## config.mk

```make
export PLATFORM = sky130hd
export DESIGN_NAME = sse_event_stream_parser_unit
export DESIGN_NICKNAME = d
export VERILOG_FILES = /design/src/sv/sse_pkg.sv /design/src/sv/sse_front.sv /design/src/sv/sse_queue.sv /design/src/sv/sse_back.sv /design/src/sv/sse_event_stream_parser_unit.sv
export SDC_FILE = /design/constraint.sdc
export NUM_CORES = 1
export LEC_CHECK = 0
export ABC_AREA = 1
export BUFFER_PORTS_ARGS = -buffer_cell sky130_fd_sc_hd__buf_2
export CAP_MARGIN = 5
export CORE_ASPECT_RATIO = 0.6
export CORE_MARGIN = 5
export CORE_UTILIZATION = 30
export DETAILED_ROUTE_END_ITERATION = 10
export PLACE_DENSITY = 0.48
export REMOVE_ABC_BUFFERS = 1
export SYNTH_ARGS = -nofsm -noshare
export SYNTH_HDL_FRONTEND = slang
export SYNTH_SLANG_ARGS = --single-unit
```

## constraint.sdc

```tcl
create_clock -name clk -period 5.3 [get_ports clk]
set_clock_uncertainty 0.1 [all_clocks]
set_input_delay 1.06 -clock clk [delete_from_list [all_inputs] [get_ports clk]]
set_output_delay 1.06 -clock clk [all_outputs]
set_load 0.005 [all_outputs]
```

## src/sv/sse_pkg.sv

```systemverilog
// ---------------------------------------------------------------------------
// sse_pkg: shared types for the event stream parser
// Transaction payloads, result kinds and queue sizing.
// ---------------------------------------------------------------------------
package sse_pkg;

	typedef enum logic [2:0] {
		KIND_DATA_BYTE   = 3'd0,
		KIND_EVENT_BYTE  = 3'd1,
		KIND_ID_BYTE     = 3'd2,
		KIND_EVENT_BEGIN = 3'd3,
		KIND_ID_BEGIN    = 3'd4,
		KIND_DISPATCH    = 3'd5,
		KIND_ERROR       = 3'd6
	} sse_kind_t;

	// input transaction
	typedef struct packed {
		logic       op;
		logic [7:0] byte_value;
	} sse_in_t;

	// output transaction
	typedef struct packed {
		sse_kind_t  kind;
		logic [7:0] out_byte;
		logic       last;
	} sse_out_t;

	// one result as produced by the front end
	typedef struct packed {
		sse_kind_t  kind;
		logic [7:0] data;
	} sse_res_t;

	// queue entry: all results of one input transaction
	typedef struct packed {
		logic     two;
		sse_res_t r0;
		sse_res_t r1;
	} sse_entry_t;

	// queue depth, power of two
	localparam int SSE_QAW    = 2;
	localparam int SSE_QDEPTH = 1 << SSE_QAW;

endpackage

```

## src/sv/sse_front.sv

```systemverilog
// ---------------------------------------------------------------------------
// sse_front: line and field classifier
// Accepts stream transactions, tracks the line state and forms up to two
// results per transaction, pushed as one queue entry.
// ---------------------------------------------------------------------------
module sse_front (
	input  logic             clk,
	input  logic             arst_n,
	input  logic             item_valid,
	output logic             item_ready,
	input  sse_pkg::sse_in_t item,
	input  logic             q_full,
	output logic             q_push,
	output sse_pkg::sse_entry_t q_entry
);
	import sse_pkg::*;

	localparam logic [7:0] CH_LF    = 8'h0A;
	localparam logic [7:0] CH_CR    = 8'h0D;
	localparam logic [7:0] CH_COLON = 8'h3A;
	localparam logic [7:0] CH_SPACE = 8'h20;

	typedef enum logic [2:0] {
		PH_START  = 3'd0,
		PH_NAME   = 3'd1,
		PH_AFTER  = 3'd2,
		PH_VALUE  = 3'd3,
		PH_IGNORE = 3'd4
	} phase_t;

	typedef enum logic [1:0] {
		FLD_NONE  = 2'd0,
		FLD_DATA  = 2'd1,
		FLD_EVENT = 2'd2,
		FLD_ID    = 2'd3
	} field_t;

	typedef struct packed {
		phase_t     phase;
		logic [2:0] prog;
		field_t     field;
		logic       cr;
		logic       pend;
		logic       dne;
		logic       fin;
	} state_t;

	typedef struct packed {
		logic     vld;
		sse_res_t res;
	} emit_t;

	typedef struct packed {
		state_t st;
		emit_t  em;
	} step_t;

	function automatic logic [2:0] name_len(field_t f);
		unique case (f)
			FLD_DATA:  name_len = 3'd4;
			FLD_EVENT: name_len = 3'd5;
			FLD_ID:    name_len = 3'd2;
			default:   name_len = 3'd0;
		endcase
	endfunction

	function automatic logic [7:0] name_char(field_t f, logic [2:0] idx);
		logic [7:0] c;
		c = 8'h00;
		unique case (f)
			FLD_DATA: begin
				case (idx)
					3'd0: c = "d";
					3'd1: c = "a";
					3'd2: c = "t";
					3'd3: c = "a";
					default: c = 8'h00;
				endcase
			end
			FLD_EVENT: begin
				case (idx)
					3'd0: c = "e";
					3'd1: c = "v";
					3'd2: c = "e";
					3'd3: c = "n";
					3'd4: c = "t";
					default: c = 8'h00;
				endcase
			end
			FLD_ID: begin
				case (idx)
					3'd0: c = "i";
					3'd1: c = "d";
					default: c = 8'h00;
				endcase
			end
			default: c = 8'h00;
		endcase
		return c;
	endfunction

	function automatic emit_t mk(sse_kind_t k, logic [7:0] d);
		emit_t e;
		e.vld      = 1'b1;
		e.res.kind = k;
		e.res.data = d;
		return e;
	endfunction

	// field name complete: mark pending, emit join LF or begin marker
	function automatic step_t name_done(state_t s);
		step_t t;
		t.st      = s;
		t.em      = '0;
		t.st.pend = 1'b1;
		unique case (s.field)
			FLD_DATA:  if (s.dne) t.em = mk(KIND_DATA_BYTE, CH_LF);
			FLD_EVENT: t.em = mk(KIND_EVENT_BEGIN, 8'h00);
			FLD_ID:    t.em = mk(KIND_ID_BEGIN, 8'h00);
			default:   t.em = '0;
		endcase
		return t;
	endfunction

	function automatic step_t dispatch(state_t s);
		step_t t;
		t.st      = s;
		t.em      = '0;
		if (s.pend) t.em = mk(KIND_DISPATCH, 8'h00);
		t.st.pend = 1'b0;
		t.st.dne  = 1'b0;
		return t;
	endfunction

	function automatic step_t value_byte(state_t s, logic [7:0] b);
		step_t t;
		t.st = s;
		t.em = '0;
		if (s.field != FLD_NONE) begin
			t.em = mk(sse_kind_t'({1'b0, 2'(s.field - 2'd1)}), b);
			if (s.field == FLD_DATA) t.st.dne = 1'b1;
		end
		return t;
	endfunction

	function automatic step_t line_byte(state_t s, logic [7:0] b);
		step_t t;
		field_t f;
		t.st = s;
		t.em = '0;
		f    = FLD_NONE;
		unique case (s.phase)
			PH_START: begin
				if (b == CH_COLON) begin
					t.st.phase = PH_IGNORE;
				end else begin
					if (b == "d")      f = FLD_DATA;
					else if (b == "e") f = FLD_EVENT;
					else if (b == "i") f = FLD_ID;
					t.st.field = f;
					t.st.prog  = 3'd1;
					t.st.phase = (f == FLD_NONE) ? PH_IGNORE : PH_NAME;
				end
			end
			PH_NAME: begin
				if (s.field == FLD_NONE) begin
					t.st.phase = PH_IGNORE;
				end else if (b == CH_COLON) begin
					if (s.prog == name_len(s.field)) begin
						t = name_done(s);
						t.st.phase = PH_AFTER;
					end else begin
						t.st.phase = PH_IGNORE;
					end
				end else if (s.prog < name_len(s.field) &&
				             b == name_char(s.field, s.prog)) begin
					t.st.prog = s.prog + 3'd1;
				end else begin
					t.st.phase = PH_IGNORE;
				end
			end
			PH_AFTER: begin
				// skip a single space right after the colon
				t.st.phase = PH_VALUE;
				if (b != CH_SPACE) t = value_byte(t.st, b);
			end
			PH_VALUE: t = value_byte(s, b);
			default:  t = t;
		endcase
		return t;
	endfunction

	function automatic step_t line_end(state_t s, logic at_finish);
		step_t t;
		t.st = s;
		t.em = '0;
		if (s.phase == PH_START) begin
			if (!at_finish) t = dispatch(s);
		end else if (s.phase == PH_NAME && s.field != FLD_NONE &&
		             s.prog == name_len(s.field)) begin
			t = name_done(s);
		end
		t.st.phase = PH_START;
		t.st.prog  = 3'd0;
		t.st.field = FLD_NONE;
		return t;
	endfunction

	state_t state_q;
	state_t state_d;
	emit_t  e0;
	emit_t  e1;
	step_t  t0;
	step_t  t1;
	logic   accept;

	assign item_ready = !q_full;
	assign accept     = item_valid && item_ready;

	always_comb begin
		state_d = state_q;
		t0      = '0;
		t1      = '0;
		e0      = '0;
		e1      = '0;
		if (state_q.fin) begin
			e0 = mk(KIND_ERROR, 8'h00);
		end else if (item.op) begin
			state_d.cr  = 1'b0;
			state_d.fin = 1'b1;
			t0      = line_end(state_d, 1'b1);
			t1      = dispatch(t0.st);
			e0      = t0.em;
			e1      = t1.em;
			state_d = t1.st;
		end else if (item.byte_value == CH_LF) begin
			state_d.cr = 1'b0;
			t0      = line_end(state_d, 1'b0);
			e0      = t0.em;
			state_d = t0.st;
		end else begin
			// release a held CR as an ordinary byte first
			if (state_d.cr) begin
				state_d.cr = 1'b0;
				t0      = line_byte(state_d, CH_CR);
				e0      = t0.em;
				state_d = t0.st;
			end
			if (item.byte_value == CH_CR) begin
				state_d.cr = 1'b1;
			end else begin
				t1      = line_byte(state_d, item.byte_value);
				e1      = t1.em;
				state_d = t1.st;
			end
		end
	end

	// pack the results in order
	always_comb begin
		q_entry = '0;
		if (e0.vld) begin
			q_entry.r0  = e0.res;
			q_entry.r1  = e1.res;
			q_entry.two = e1.vld;
		end else begin
			q_entry.r0  = e1.res;
		end
	end

	assign q_push = accept && (e0.vld || e1.vld);

	always_ff @(posedge clk or negedge arst_n) begin
		if (!arst_n) begin
			state_q <= '0;
		end else if (accept) begin
			state_q <= state_d;
		end
	end

endmodule

```

## src/sv/sse_queue.sv

```systemverilog
// ---------------------------------------------------------------------------
// sse_queue: result entry queue
// Small register queue between the classifier and the output sequencer.
// ---------------------------------------------------------------------------
module sse_queue (
	input  logic                clk,
	input  logic                arst_n,
	input  logic                push,
	input  sse_pkg::sse_entry_t wr_entry,
	output logic                full,
	input  logic                pop,
	output sse_pkg::sse_entry_t head,
	output logic                empty
);
	import sse_pkg::*;

	sse_entry_t           mem_q [SSE_QDEPTH];
	logic [SSE_QAW-1:0]   wr_ptr_q;
	logic [SSE_QAW-1:0]   rd_ptr_q;
	logic [SSE_QAW:0]     cnt_q;

	assign full  = (cnt_q == (SSE_QAW+1)'(SSE_QDEPTH));
	assign empty = (cnt_q == '0);
	assign head  = mem_q[rd_ptr_q];

	always_ff @(posedge clk) begin
		if (push) mem_q[wr_ptr_q] <= wr_entry;
	end

	always_ff @(posedge clk or negedge arst_n) begin
		if (!arst_n) begin
			wr_ptr_q <= '0;
			rd_ptr_q <= '0;
			cnt_q    <= '0;
		end else begin
			if (push) wr_ptr_q <= wr_ptr_q + 1'b1;
			if (pop)  rd_ptr_q <= rd_ptr_q + 1'b1;
			case ({push, pop})
				2'b10:   cnt_q <= cnt_q + 1'b1;
				2'b01:   cnt_q <= cnt_q - 1'b1;
				default: cnt_q <= cnt_q;
			endcase
		end
	end

endmodule

```

## src/sv/sse_back.sv

```systemverilog
// ---------------------------------------------------------------------------
// sse_back: output sequencer
// Presents the results of the head queue entry one per transaction and
// marks the final one.
// ---------------------------------------------------------------------------
module sse_back (
	input  logic                clk,
	input  logic                arst_n,
	input  sse_pkg::sse_entry_t head,
	input  logic                empty,
	output logic                pop,
	output logic                result_valid,
	input  logic                result_ready,
	output sse_pkg::sse_out_t   result
);
	import sse_pkg::*;

	logic     sub_q;
	logic     take;
	sse_res_t cur;

	assign result_valid = !empty;
	assign take         = result_valid && result_ready;
	assign cur          = sub_q ? head.r1 : head.r0;
	assign pop          = take && (sub_q || !head.two);

	always_comb begin
		result.kind     = cur.kind;
		result.out_byte = cur.data;
		result.last     = sub_q || !head.two;
	end

	always_ff @(posedge clk or negedge arst_n) begin
		if (!arst_n) begin
			sub_q <= 1'b0;
		end else if (take) begin
			sub_q <= !sub_q && head.two;
		end
	end

endmodule

```

## src/sv/sse_event_stream_parser_unit.sv

```systemverilog
// ---------------------------------------------------------------------------
// sse_event_stream_parser_unit: server-sent events stream parser
// Splits a byte stream into lines, recognizes data, event and id fields
// and streams their values out tagged by field, with dispatch markers.
// ---------------------------------------------------------------------------
//
//  channel  | signals                          | payload
//  ---------+----------------------------------+------------------------------
//  item     | item_valid / item_ready / item   | op, byte_value
//  result   | result_valid / result_ready /    | kind, out_byte, last
//           | result                           |
//
//  One input transaction per cycle while the queue is not full; the
//  classifier updates its line state in the cycle the transaction is taken.
//  Each input yields zero to two results; the output side drains one result
//  per cycle while result_ready is high, so a two-result input goes out in turn.
//  A four-entry queue between classifier and sequencer absorbs those bursts
//  and output stalls; item_ready drops only while the queue is full.
//  Reset clears the line state and empties the queue; no clearing pass.
// ---------------------------------------------------------------------------
module sse_event_stream_parser_unit (
	input  logic              clk,
	input  logic              arst_n,
	input  logic              item_valid,
	output logic              item_ready,
	input  sse_pkg::sse_in_t  item,
	output logic              result_valid,
	input  logic              result_ready,
	output sse_pkg::sse_out_t result
);
	import sse_pkg::*;

	// classifier to queue
	logic       q_push;
	logic       q_full;
	sse_entry_t q_entry;

	// queue to sequencer
	logic       q_pop;
	logic       q_empty;
	sse_entry_t q_head;

	// front: accept, classify, form the results of each transaction
	sse_front u_front (
		.clk        (clk),
		.arst_n     (arst_n),
		.item_valid (item_valid),
		.item_ready (item_ready),
		.item       (item),
		.q_full     (q_full),
		.q_push     (q_push),
		.q_entry    (q_entry)
	);

	// hold result entries until the output side takes them
	sse_queue u_queue (
		.clk      (clk),
		.arst_n   (arst_n),
		.push     (q_push),
		.wr_entry (q_entry),
		.full     (q_full),
		.pop      (q_pop),
		.head     (q_head),
		.empty    (q_empty)
	);

	// back: advance through the head entry one result at a time
	sse_back u_back (
		.clk          (clk),
		.arst_n       (arst_n),
		.head         (q_head),
		.empty        (q_empty),
		.pop          (q_pop),
		.result_valid (result_valid),
		.result_ready (result_ready),
		.result       (result)
	);

endmodule

```

Word level (Yosys, flattened, before mapping)
Memories as Yosys holds them, arrays and structs flattened.
Cells that the tools add are included.

storage, ports and cells
  bits in registers = 20
  memories kept = 1
  bits in writable memories = 92

memories
  memory         words  width  rd ports  clocked after memory_dff  write ports  line             RTL
  u_queue.mem_q  4      23     1         0                         1            sse_queue.sv:17  sse_entry_t mem_q [SSE_QDEPTH];

cells by class
  reduce and logical (&&, ||, !) cells = 35
  muxes and demuxes = 129
  add/subtract/negate cells = 8
  magnitude comparators = 2
  bitwise logic cells = 1
  equality and inequality tests = 37

operator list
  operator                                                          number
  12-bit two-way mux                                                20
  21-bit two-way mux                                                8
  8-bit two-way mux                                                 14
  3-bit two-way mux                                                 37
  12-bit one-hot mux with 3 select lines                            2
  8-bit one-hot mux with 3 select lines                             3
  15-bit two-way mux                                                4
  7-bit one-hot mux with 4 select lines                             2
  16-bit two-way mux                                                3
  16-bit one-hot mux with 3 select lines                            1
  7-bit one-hot mux with 3 select lines                             2
  11-bit two-way mux                                                3
  14-bit two-way mux                                                2
  7-bit one-hot mux with 2 select lines                             2
  3-bit by 2-bit == test with 1-bit output (second input constant)  8
  8-bit by 7-bit == test with 1-bit output (second input constant)  3
  2-bit two-way mux                                                 10
  18-bit two-way mux                                                1
  3-bit one-hot mux with 3 select lines                             2
  6-bit one-hot mux with 3 select lines                             1
  8-bit by 4-bit == test with 1-bit output (second input constant)  2
  3-bit zero test                                                   5
  3-bit by 1-bit == test with 1-bit output (second input constant)  4
  2-bit == test (second input constant)                             5
  27 further kinds                                                  68

Depth between registers and ports, before layout
Gate-level depths: netlist (run 1).

  depth after elaboration = 48
  gate-level depth with buffers = 24
  gate-level depth less buffers = 24

By module
From an unflattened synthesis (run 1), not the netlist that was laid out.

second synthesis, totals
  cell total of the unflattened synthesis = 719
  area total of the unflattened synthesis = 6403.6 sq um

modules (own cells, without submodules)
  module     sequential area each (sq um)  area an instance (sq um)  cells each  instances
  sse_queue  2937.8                        4131.5                    316         1
  sse_front  300.3                         2053.2                    355         1
  sse_back   25.0                          219.0                     48          1

Least setup slack after synthesis (run 1)
OpenSTA, ideal clock, no wires.

  path type = reg2reg
  start point = register u_front.state_q[10] (netlist name)
  end point = memory u_queue.mem_q[0][0] (netlist name) (enable)
  slack = 1.273 ns
  stages on the path, launching flop included = 20
  data required time = 4.797 ns
  data arrival time = 3.524 ns
  cells stage by stage = dfrtp_1 -> nor2_2 -> nand3_4 -> nand2_1 -> inv_1 -> ha_1 -> inv_1 -> ha_1 -> nand2_1 -> nor2_1 -> nand2_1 -> nor2_2 -> nand3_1 -> nand2_1 -> a21oi_1 -> o21ai_1 -> nand2_1 -> nand2_1 -> nand2_2 -> nor2_1

between the ends
  cells in the longest elaborated chain, start to end = 35
  elaborated cells on any way between the ends = 68

RTL lines
  what                                                                       line                                RTL
  start, declared                                                            sse_front.sv:209                    state_t state_q;
  start signal, assigned                                                     sse_front.sv:277                    state_q <= state_d;
  3-bit zero test                                                            sse_front.sv:152, sse_front.sv:197
  2-bit two-way mux                                                          --
  12-bit two-way mux                                                         sse_front.sv:243                    if (state_d.cr) begin
  12-bit two-way mux                                                         sse_front.sv:236                    end else if (item.byte_value == CH_LF) begin
  12-bit two-way mux                                                         sse_front.sv:228                    end else if (item.op) begin
  12-bit two-way mux                                                         sse_front.sv:226                    if (state_q.fin) begin
  2-bit == test or 2-bit by 1-bit == test with 1-bit output (tied branches)  sse_front.sv:59, sse_front.sv:116
  3-bit one-hot mux with 3 select lines                                      sse_front.sv:59                     unique case (f)
  [... 19 more ...]                                                          --
  12-bit two-way mux                                                         sse_front.sv:249                    if (item.byte_value == CH_CR) begin
  12-bit two-way mux                                                         sse_front.sv:236
  12-bit two-way mux                                                         sse_front.sv:228
  12-bit two-way mux                                                         sse_front.sv:226
  1-bit logical OR *                                                         sse_front.sv:271                    assign q_push = accept && (e0.vld || e1.vld);
  1-bit logical AND *                                                        sse_front.sv:271
  1-bit two-way mux *                                                        sse_queue.sv:27                     if (push) mem_q[wr_ptr_q] <= wr_entry;
  1-bit two-way mux (not written as such) *                                  sse_queue.sv:27
  end, declared                                                              sse_queue.sv:17

Mark *: on every way between the ends. The rest lies on a longest branch, timed or not. The select of a mux whose other input is x is not followed.

Worst setup path after layout (run 1)
  start point = register u_front.state_q[11] (netlist name)
  end point = register u_queue.cnt_q[2]

between the ends
  cells in the longest elaborated chain, start to end = 35
  elaborated cells on any way between the ends = 70

RTL lines
  what                                                                         line                                RTL
  3-bit zero test                                                              sse_front.sv:152, sse_front.sv:197
  2-bit two-way mux                                                            --
  12-bit two-way mux                                                           sse_front.sv:243
  12-bit two-way mux                                                           sse_front.sv:236
  12-bit two-way mux                                                           sse_front.sv:228
  12-bit two-way mux                                                           sse_front.sv:226
  2-bit == test or 2-bit by 1-bit == test with 1-bit output (tied branches)    sse_front.sv:59, sse_front.sv:116
  3-bit one-hot mux with 3 select lines                                        sse_front.sv:59
  [... 19 more ...]                                                            --
  12-bit two-way mux                                                           sse_front.sv:249
  12-bit two-way mux                                                           sse_front.sv:236
  12-bit two-way mux                                                           sse_front.sv:228
  12-bit two-way mux                                                           sse_front.sv:226
  1-bit logical OR *                                                           sse_front.sv:271
  1-bit logical AND *                                                          sse_front.sv:271
  2-bit by 1-bit == test with 1-bit output or 2-bit == test (tied branches)    sse_queue.sv:38                     case ({push, pop})
  3-bit one-hot mux with 2 select lines or 2-bit nonzero test (tied branches)  --
  end signal, assigned                                                         sse_queue.sv:39                     2'b10: cnt_q <= cnt_q + 1'b1;
  end signal, assigned                                                         sse_queue.sv:40                     2'b01: cnt_q <= cnt_q - 1'b1;
  end signal, assigned                                                         sse_queue.sv:41                     default: cnt_q <= cnt_q;
  end, declared                                                                sse_queue.sv:20                     logic [SSE_QAW:0] cnt_q;

Marks and branches as above.
A chain may end at the register's enable or synchronous reset.

==> out/results.txt, run 1 <==
The peak fanout along the critical path was 7; the power density over the cells was 407 nW/um^2. From synthesis to final layout, the design area changed by 12.5%. In this run the standard cell core region covers 20000 sq um. Synthesis instantiated 44 different standard cells from the library. The max-slew violation count is 0.

The tool flagged a number of max-cap violations equal to 0. The HPWL after detailed placement is 11400 um. The critical path is of the reg2reg type.

Gates resized during post-CTS repair numbered 0. The worst pin sits at a relative slew slack of 37.2%. The tools report the leakage power summed over all cells as 2.71 nW.

Clock tree synthesis selected as its root buffer the cell clkbuf_16. The overall via count from detail_route was 4747; the final critical-path required period was 4220 ps. The most frequently used cell type in the post-synthesis netlist is nor2_1. The die covers 23300 sq um.

For this run, the slowest stage of the critical path takes 440 ps. The clock drives 112 sinks. The cell count after synthesis was 671; the slew at the pin closest to its max-slew limit was 941 ps. Following the worst setup path forward leads to its endpoint at u_queue.cnt_q[2].

The final net count was 739. Buffers plus inverters on the worst setup path: 3. Setup repair after global routing left no endpoint under its margin. Clock-pin slew was measured on the worst setup and hold paths at 70 ps. The critical register-to-register path startpoint was u_front.state_q[11].

The initial standard-cell utilization of the core was 30.5%; the sum of met3 wire segment lengths after detailed routing was 763 um. The number of DRC markers in iteration 0 is 431. The chip width was 194 um.

The logs give 340 ps for the later-pin clock latency in the skew report and 5420 ps for the required time at the endpoint of the critical path. Walking the worst path, the cells encountered are nor2_2, nand3_4, nand2_1, inv_1, ha_1, inv_1, ha_1, nand2_1, nor2_1, nand2_1, nor2_2, nand3_1, nand2_1, a21oi_1, o21ai_1, nand2_1, nand2_1, nand2_2, ha_1, inv_1, fa_1, a21oi_1, o21ai_0, xor2_1. The length in cells of the worst reg-to-reg path came out at 24.

The first detailed-routing pass took 5 iterations. Buffers placed on the I/O ports in this run total 26. The number of global-route vias before repair was 4609.

Aggregate global routing overflow: 0. The final count of negative-setup-slack endpoints was 0; the die span in y was 120 um. Summed over all nets, wire length on met2 after detailed routing comes to 6300 um.

Dividing the detail-routed via count by the number of cells gives 4.86. The number of CTS-inserted buffers was 9; the remaining routing DRC violations was 0. Ranked by total cell area, the synthesized netlist is headed by edfxtp_1, dfrtp_1, nor2_1. Row generation in the floorplan step produced 40 rows. The number of gates on the worst path with buffers counted is 24, and the number of antenna violations at the first check in global routing is 0. The worst path uses 79.6% of the clock period. The tools report the maximum ir drop on the vdd rail as 0.278 mV.

The residual antenna-violating net count after detailed routing came out at 0. The cts-stage hold buffer count is 0. In the final layout, the share of cells above drive strength 1 is 13.4%. The sequential element share of the synthesized area was 53.6%; the overall fraction of global-route tracks in use was 14.0%. TritonCTS built the clock tree. The logs give 1080 ps for the worst setup slack for register-to-register paths and 49 for the largest net degree at the start of global routing. The critical path's top delay family was simple AND/OR/NAND/NOR gates. The placer's final routability congestion estimate was 0.864; the length of routed wiring on met1 was 8860 um.

Counting flops with an async set or reset pin after synthesis yields a share of 17.9%. In this run the cell area measured after placement is 6560 sq um. In the final timing run, aggregate negative setup slack is 0 ps. The class of the tightest hold or removal check is reg2reg. The most used flip-flop cell after synthesis is edfxtp_1. The flow ran to the end, and the final reports show no timing, DRC or antenna violations. Hold violation total from the final report: 0. The finished cells cover 6850 sq um. The dominant cell type by count on the critical path was nand2_1. By count the netlist is led by nor2_1, nand2_1, edfxtp_1, inv_1, o21ai_0. Pin placement for this block handled 27 I/O pins. The worst register-to-register path ends at u_queue.cnt_q[2]. For this run, the number of Yosys warnings is 0.

The cell depth of the worst hold path works out to 1. The repair_antennas step left the layout with diodes totalling 0. Synthesis inferred 112 register bits. The highest achievable clock rate is 0.237 GHz, and the share of the synthesized area in the top cell type is 45.4%. In the final routed layout, each cell accounts on average for 16.4 um.

For the buffer count from post-CTS setup fixing, the log shows 0. The run gives 4340 ps as the data arrival time of the critical path. The worst setup path is captured at a register. The highest routing layer actually used was met4. The critical path starts at u_front.state_q[11]. After synthesis the cells add up to 6090 sq um. The category of the worst setup path launch point is a register. For this design, the slowest cell found on the critical path is dfrtp_1. Number of synthesized flops with an enable pin: 92.

The first global-routing pass estimated 26000 um of wire. The maximum clock path buffer count is 2, and the total number of H-tree levels is 3. In this run the mean area of a mapped cell was 9.08 sq um. The routed design has 16000 um of wire. The biggest area contributor in the post-synthesis netlist is edfxtp_1.
==> cells in the final DEF (no fill, tap or decap), types with 6 or more instances in the layout <==
cell type / Yosys / layout
buf_2: 1 / 26
o21ai_0: 63 / 63
inv_1: 69 / 69
ha_1: 27 / 27
nand4_1: 8 / 8
nand2_1: 103 / 103
nor3_1: 9 / 9
nand3_1: 30 / 30
nor2_2: 9 / 13
inv_2: 17 / 17
clkbuf_16: 0 / 9
nor2_1: 112 / 108
dfrtp_1: 20 / 20
edfxtp_1: 92 / 92
o22ai_1: 15 / 15
a21oi_1: 17 / 17
nor4_1: 6 / 6
buf_4: 0 / 8
a31oi_1: 14 / 14
==> through the flow <==
| step | power [mW] | hold WS, ps | utilization [%] | cells | setup slack, ps |
|---|---|---|---|---|---|
| final | 2.79 | 373 | 34.3 | 976 | 1080 |
| after detailed placement | 2.15 | 364 | 32.8 | 960 | 1060 |
| after CTS | 2.84 | 379 | 34.3 | 976 | 1110 |
| after global routing | 3.00 | 389 | 34.3 | 976 | 687 |
| after global placement | 2.14 | 366 | 32.8 | 960 | 1160 |
| after floorplan | 1.76 | 346 | - | 653 | 1220 |
==> routing by layer <==
layer	up-vias	global-route usage, %
met5	-	0
met2	112	19.9
met4	0	2.28
li1	2340	-
met1	2286	21.8
met3	9	3.37
==> area by class of cell <==
| type | count | area [sq um] |
|---|---|---|
| fillers | 2049 | 13100 |
| multi-input cells | 455 | 2440 |
| clock inverters | 7 | 71.3 |
| clock buffers | 9 | 225 |
| flip-flops and latches | 112 | 3260 |
| inverters | 86 | 323 |
| repair buffers | 34 | 190 |
| well taps | 273 | 342 |
==> flip-flops by register name (all words and copies together), names as in the netlist <==
| signal | count |
|---|---|
| u_queue.mem_q | 92 |
| u_front.state_q | 12 |
| u_queue.cnt_q | 3 |
| u_queue.rd_ptr_q | 2 |
| u_queue.wr_ptr_q | 2 |
| u_back.sub_q | 1 |
==> cells by family after synthesis <==
group | after synthesis | synth area share (%)
and+or+nand+nor | 291 | 21.1
AOI/OAI and AO/OA | 132 | 12.4
DFF | 112 | 53.6
buffers and inverters | 104 | 6.55
adders and majority gates | 28 | 5.88
xor gates and xnor gates | 4 | 0.575
==> where the power goes <==
group / total, mW / switching (mW) / internal, mW / leakage, nW
logic: 0.912 / 0.614 / 0.297 / 1.55
registers: 1.19 / 0.0466 / 1.14 / 1.01
clock network: 0.685 / 0.317 / 0.368 / 0.145
total: 2.79 / 0.978 / 1.81 / 2.71
==> worst min-delay path by stage <==
stage,start,to,slack [ps]
2_1_floorplan,u_queue.cnt_q[0],u_queue.cnt_q[0],350
3_3_place_gp,u_queue.cnt_q[0],u_queue.cnt_q[0],370
3_5_place_dp,u_queue.cnt_q[0],u_queue.cnt_q[0],360
4_1_cts,u_queue.cnt_q[0],u_queue.cnt_q[0],380
5_1_grt,u_queue.cnt_q[0],u_queue.cnt_q[0],390
6_report,u_queue.cnt_q[0],u_queue.cnt_q[0],370
(Power assumes the default switching activity.)
==> inputs of run 2 (changes only) <==
- PLACE_DENSITY: 0.48 -> 0.49
- clock period: 5.3 -> 3.5 ns (I/O delays scaled with it)
==> run 2 against run 1 <==
- non-clock buffer count is 61 higher
- combinational power grew 64%
- sequential cell count unchanged
- die area unchanged
- fmax rose by 26%
- via count up 4.2%
- highest routed layer unchanged
- clock power is 62% higher
- worst hold slack worse by 160 ps
- sequential power up 52%
- critical path depth up 3
- routed wire length grew 4.0%
==> out/results.txt, run 2 (synthesis gave the netlist of run 1 again) <==
The flow ran to the end, and the final reports show no timing, DRC or antenna violations. The core area was 20000 sq um. Timing analysis after detailed placement gives a worst setup slack of -231 ps.

The logs give 0.590 mV for the maximum ir drop on the vdd rail and 0 for the remaining routing DRC violations. The tree is rooted in a clkbuf_16. The category of the worst setup path launch point is a register.

The tools report the number of CTS-inserted buffers as 9. The clock-pin slew reported for the worst setup and hold paths after clock tree synthesis is 80 ps. During placement, the flow inserted port buffers numbering 26. In this run the static leakage power is 3.03 nW. The share of the clock period used by the worst path came out at 95.8%. The logs give 4881 for the number of global-route vias before repair and 40 for the floorplan row count. Estimated wirelength of the detail-placed design: 11900 um. For the largest net degree at the start of global routing, the log shows 46.

The vias per cell was 4.77. The logs give 0.859 for the placer's final routability congestion estimate and 2.91 mW for the internal cell power. The largest registers in the layout are u_queue.mem_q: 92 flops, u_front.state_q: 12 flops, u_queue.cnt_q: 3 flops. The combinational share of power was 33.9%; the worst hold slack was 209 ps. Setup repair after global routing could not meet its margin everywhere. Among all stages on the critical path, the largest delay is contributed by dfrtp_1. Measured on the finished design, the core utilization comes to 37.8%.

The clock tree synthesis step divided the H-tree into 3 levels. Across all setup checks in the final design, the least slack found is 147 ps. For the worst setup path, the data required time is 3650 ps.

The critical path's top delay family was buffers and inverters. The tools report the aggregate global routing overflow as 0. The max-slew violation count is 0.

The number of antenna violations at the first check in global routing came out at 0. TritonCTS built the clock tree. The critical register-to-register path startpoint is u_front.state_q[10]. In the final layout, the share of cells above drive strength 1 is 24.0%.

The peak fanout along the critical path works out to 4. Summed over all layers, the routed wires come to 16600 um. The residual antenna-violating net count after detailed routing came out at 0. The wire length per cell is 16.0 um. In this run the critical register-to-register path is captured at u_front.state_q[11]. Top register by number of flip-flops: u_queue.mem_q.

The die covers 23300 sq um. In this run, the number of DRC markers left after iteration 0 of detailed routing was 454. The first global-routing pass estimated 26800 um of wire. In this run the tightest slew margin relative to its limit is 52.9%. Data arrives at the worst endpoint at 3500 ps. Setup violations remaining at the end of the flow were counted as 0.

The power density over the cells is 586 nW/um^2. The die span in y works out to 120 um. The later pin in the worst-skew pair is clocked with a latency of 350 ps.

The combined flip-flop and latch cell area was 3260 sq um. For this run, the top clock speed supported by timing is 0.298 GHz. Measured in cells, the most critical reg-to-reg path has a length of 27. The worst register-to-register path has a setup slack of 150 ps.

The flip-flop count of the largest register after layout is 92, and the post-layout instance area is 7540 sq um. The tools report the total chip power as 4.41 mW. The final critical-path required period is 3350 ps, and the multi-input gate area in the final layout is 2570 sq um. The dominant cell type by count on the critical path is buf_4.

The worst setup path is of the reg2reg kind. The number of top-level pins is 27, and the overall via count from detail_route is 4945. For this run, the detailed router's first-pass iteration total came to 5.

The kind of end point of the critical path is a register. Chip width: 194 um. Sequential cells burn 40.9% of the power. The clock share of power came out at 25.1%. The slew at the pin closest to its max-slew limit is 700 ps, and the count of maximum capacitance violations is 0. The buffers plus inverters on the worst setup path is 13, and the number of sinks driven by the clock tree is 112. The highest cell delay on the worst timing path is 410 ps.

The fraction of power spent switching nets is 34.1%, and the final net count is 800. The run gives 0 as the antenna diode count. The placed instances occupy a cell area of 6960 sq um. In the layout the commonest cells are nor2_1, nand2_1, edfxtp_1. The maximum clock path buffer count is 2.

The tools report the net switching component of the power as 1.51 mW. The run gives 14.4% as the overall fraction of global-route tracks in use. Area overhead of the layout relative to synthesis: 23.8%. Leaving out fill and tap cells, the most frequent cell in the layout is nor2_1. The hold violation total from the final report came out at 0. After filler insertion, the fill cell instance count of the layout stands at 1992.

The class of the tightest hold or removal check was in2async. For the initial standard-cell utilization of the core, the log shows 30.5%.
## run 2: cell types whose count changed in the layout (fill, tap and decap cells not counted), sizes merged
| cell | change |
|---|---|
| buf | +61 |
| clkinv | -2 |
| clkinvlp | +1 |
| bufinv | +1 |
## run 2: power groups by stage
stage,logic (mW),clock network (mW),registers [mW]
floorplan,0.777,0,1.89
CTS,1.52,1.14,1.81
global placement,1.48,0,1.83
global route,1.71,1.20,1.83
detailed placement,1.51,0,1.84
finish,1.50,1.11,1.81
## run 2: routing by layer
layer / vias to the layer above / track usage [%] / share of wire (%)
li1: 2462 / - / -
met1: 2361 / 22.2 / 55
met2: 106 / 20.8 / 40
met3: 16 / 3.23 / 4.7
met4: 0 / 2.90 / 0.75
met5: - / 0 / 0
## run 2: worst register-to-register path, cell delays in order (launching register included)
cell and delay [ps]:
dfrtp_1 410, nor2_4 150, nand3_4 130, buf_6 130
buf_4 150, nand2_2 70, inv_1 60, ha_1 270
nand2_1 60, nor2_2 120, nand2_2 90, buf_4 140
buf_4 120, buf_4 120, buf_4 120, buf_4 120
buf_4 120, buf_4 120, buf_4 120, buf_4 140
nand2_2 50, inv_1 30, nand2_1 60, nand2_1 50
nand2_1 60, nand2_1 40, nand2_1 60, nand2_1 50
## run 2: how the worst max path moves through the flow
stage / slack [ps] / endpoint / cells after the start / startpoint
after floorplan: -530 / u_queue.mem_q[0][0] / 19 / u_front.state_q[10]
after global placement: -190 / u_queue.cnt_q[2] / 24 / u_front.state_q[10]
after detailed placement: -230 / u_queue.cnt_q[2] / 24 / u_front.state_q[10]
after CTS: -9 / u_queue.cnt_q[2] / 24 / u_front.state_q[11]
after global routing: -40 / u_front.state_q[11] / 27 / u_front.state_q[10]
final: 150 / u_front.state_q[11] / 27 / u_front.state_q[10]
## run 2: what timing repair did
item                       4_1_cts  5_1_grt
hold buffers                     0        0
buffers inserted                14        3
gates resized for setup         10       30
pin swaps                        3       13
setup endpoints to repair       94      101
## run 2: through the flow
| step | std cells | setup TNS (ps) |
|---|---|---|
| 3_5_place_dp | 1005 | -309 |
| 2_1_floorplan | 653 | -48640 |
| 3_3_place_gp | 1005 | -191 |
| 5_1_grt | 1037 | -73.2 |
| 6_report | 1037 | 0 |
| 4_1_cts | 1035 | -8.58 |
## run 2: area by class of cell
cell class	instances	area share, %
sequential	112	43.3
clock inverter	7	1.26
clock buffer	9	2.99
multi-input combinational	455	34.2
inverter	86	4.31
tap	273	4.53
timing repair buffer	95	9.48
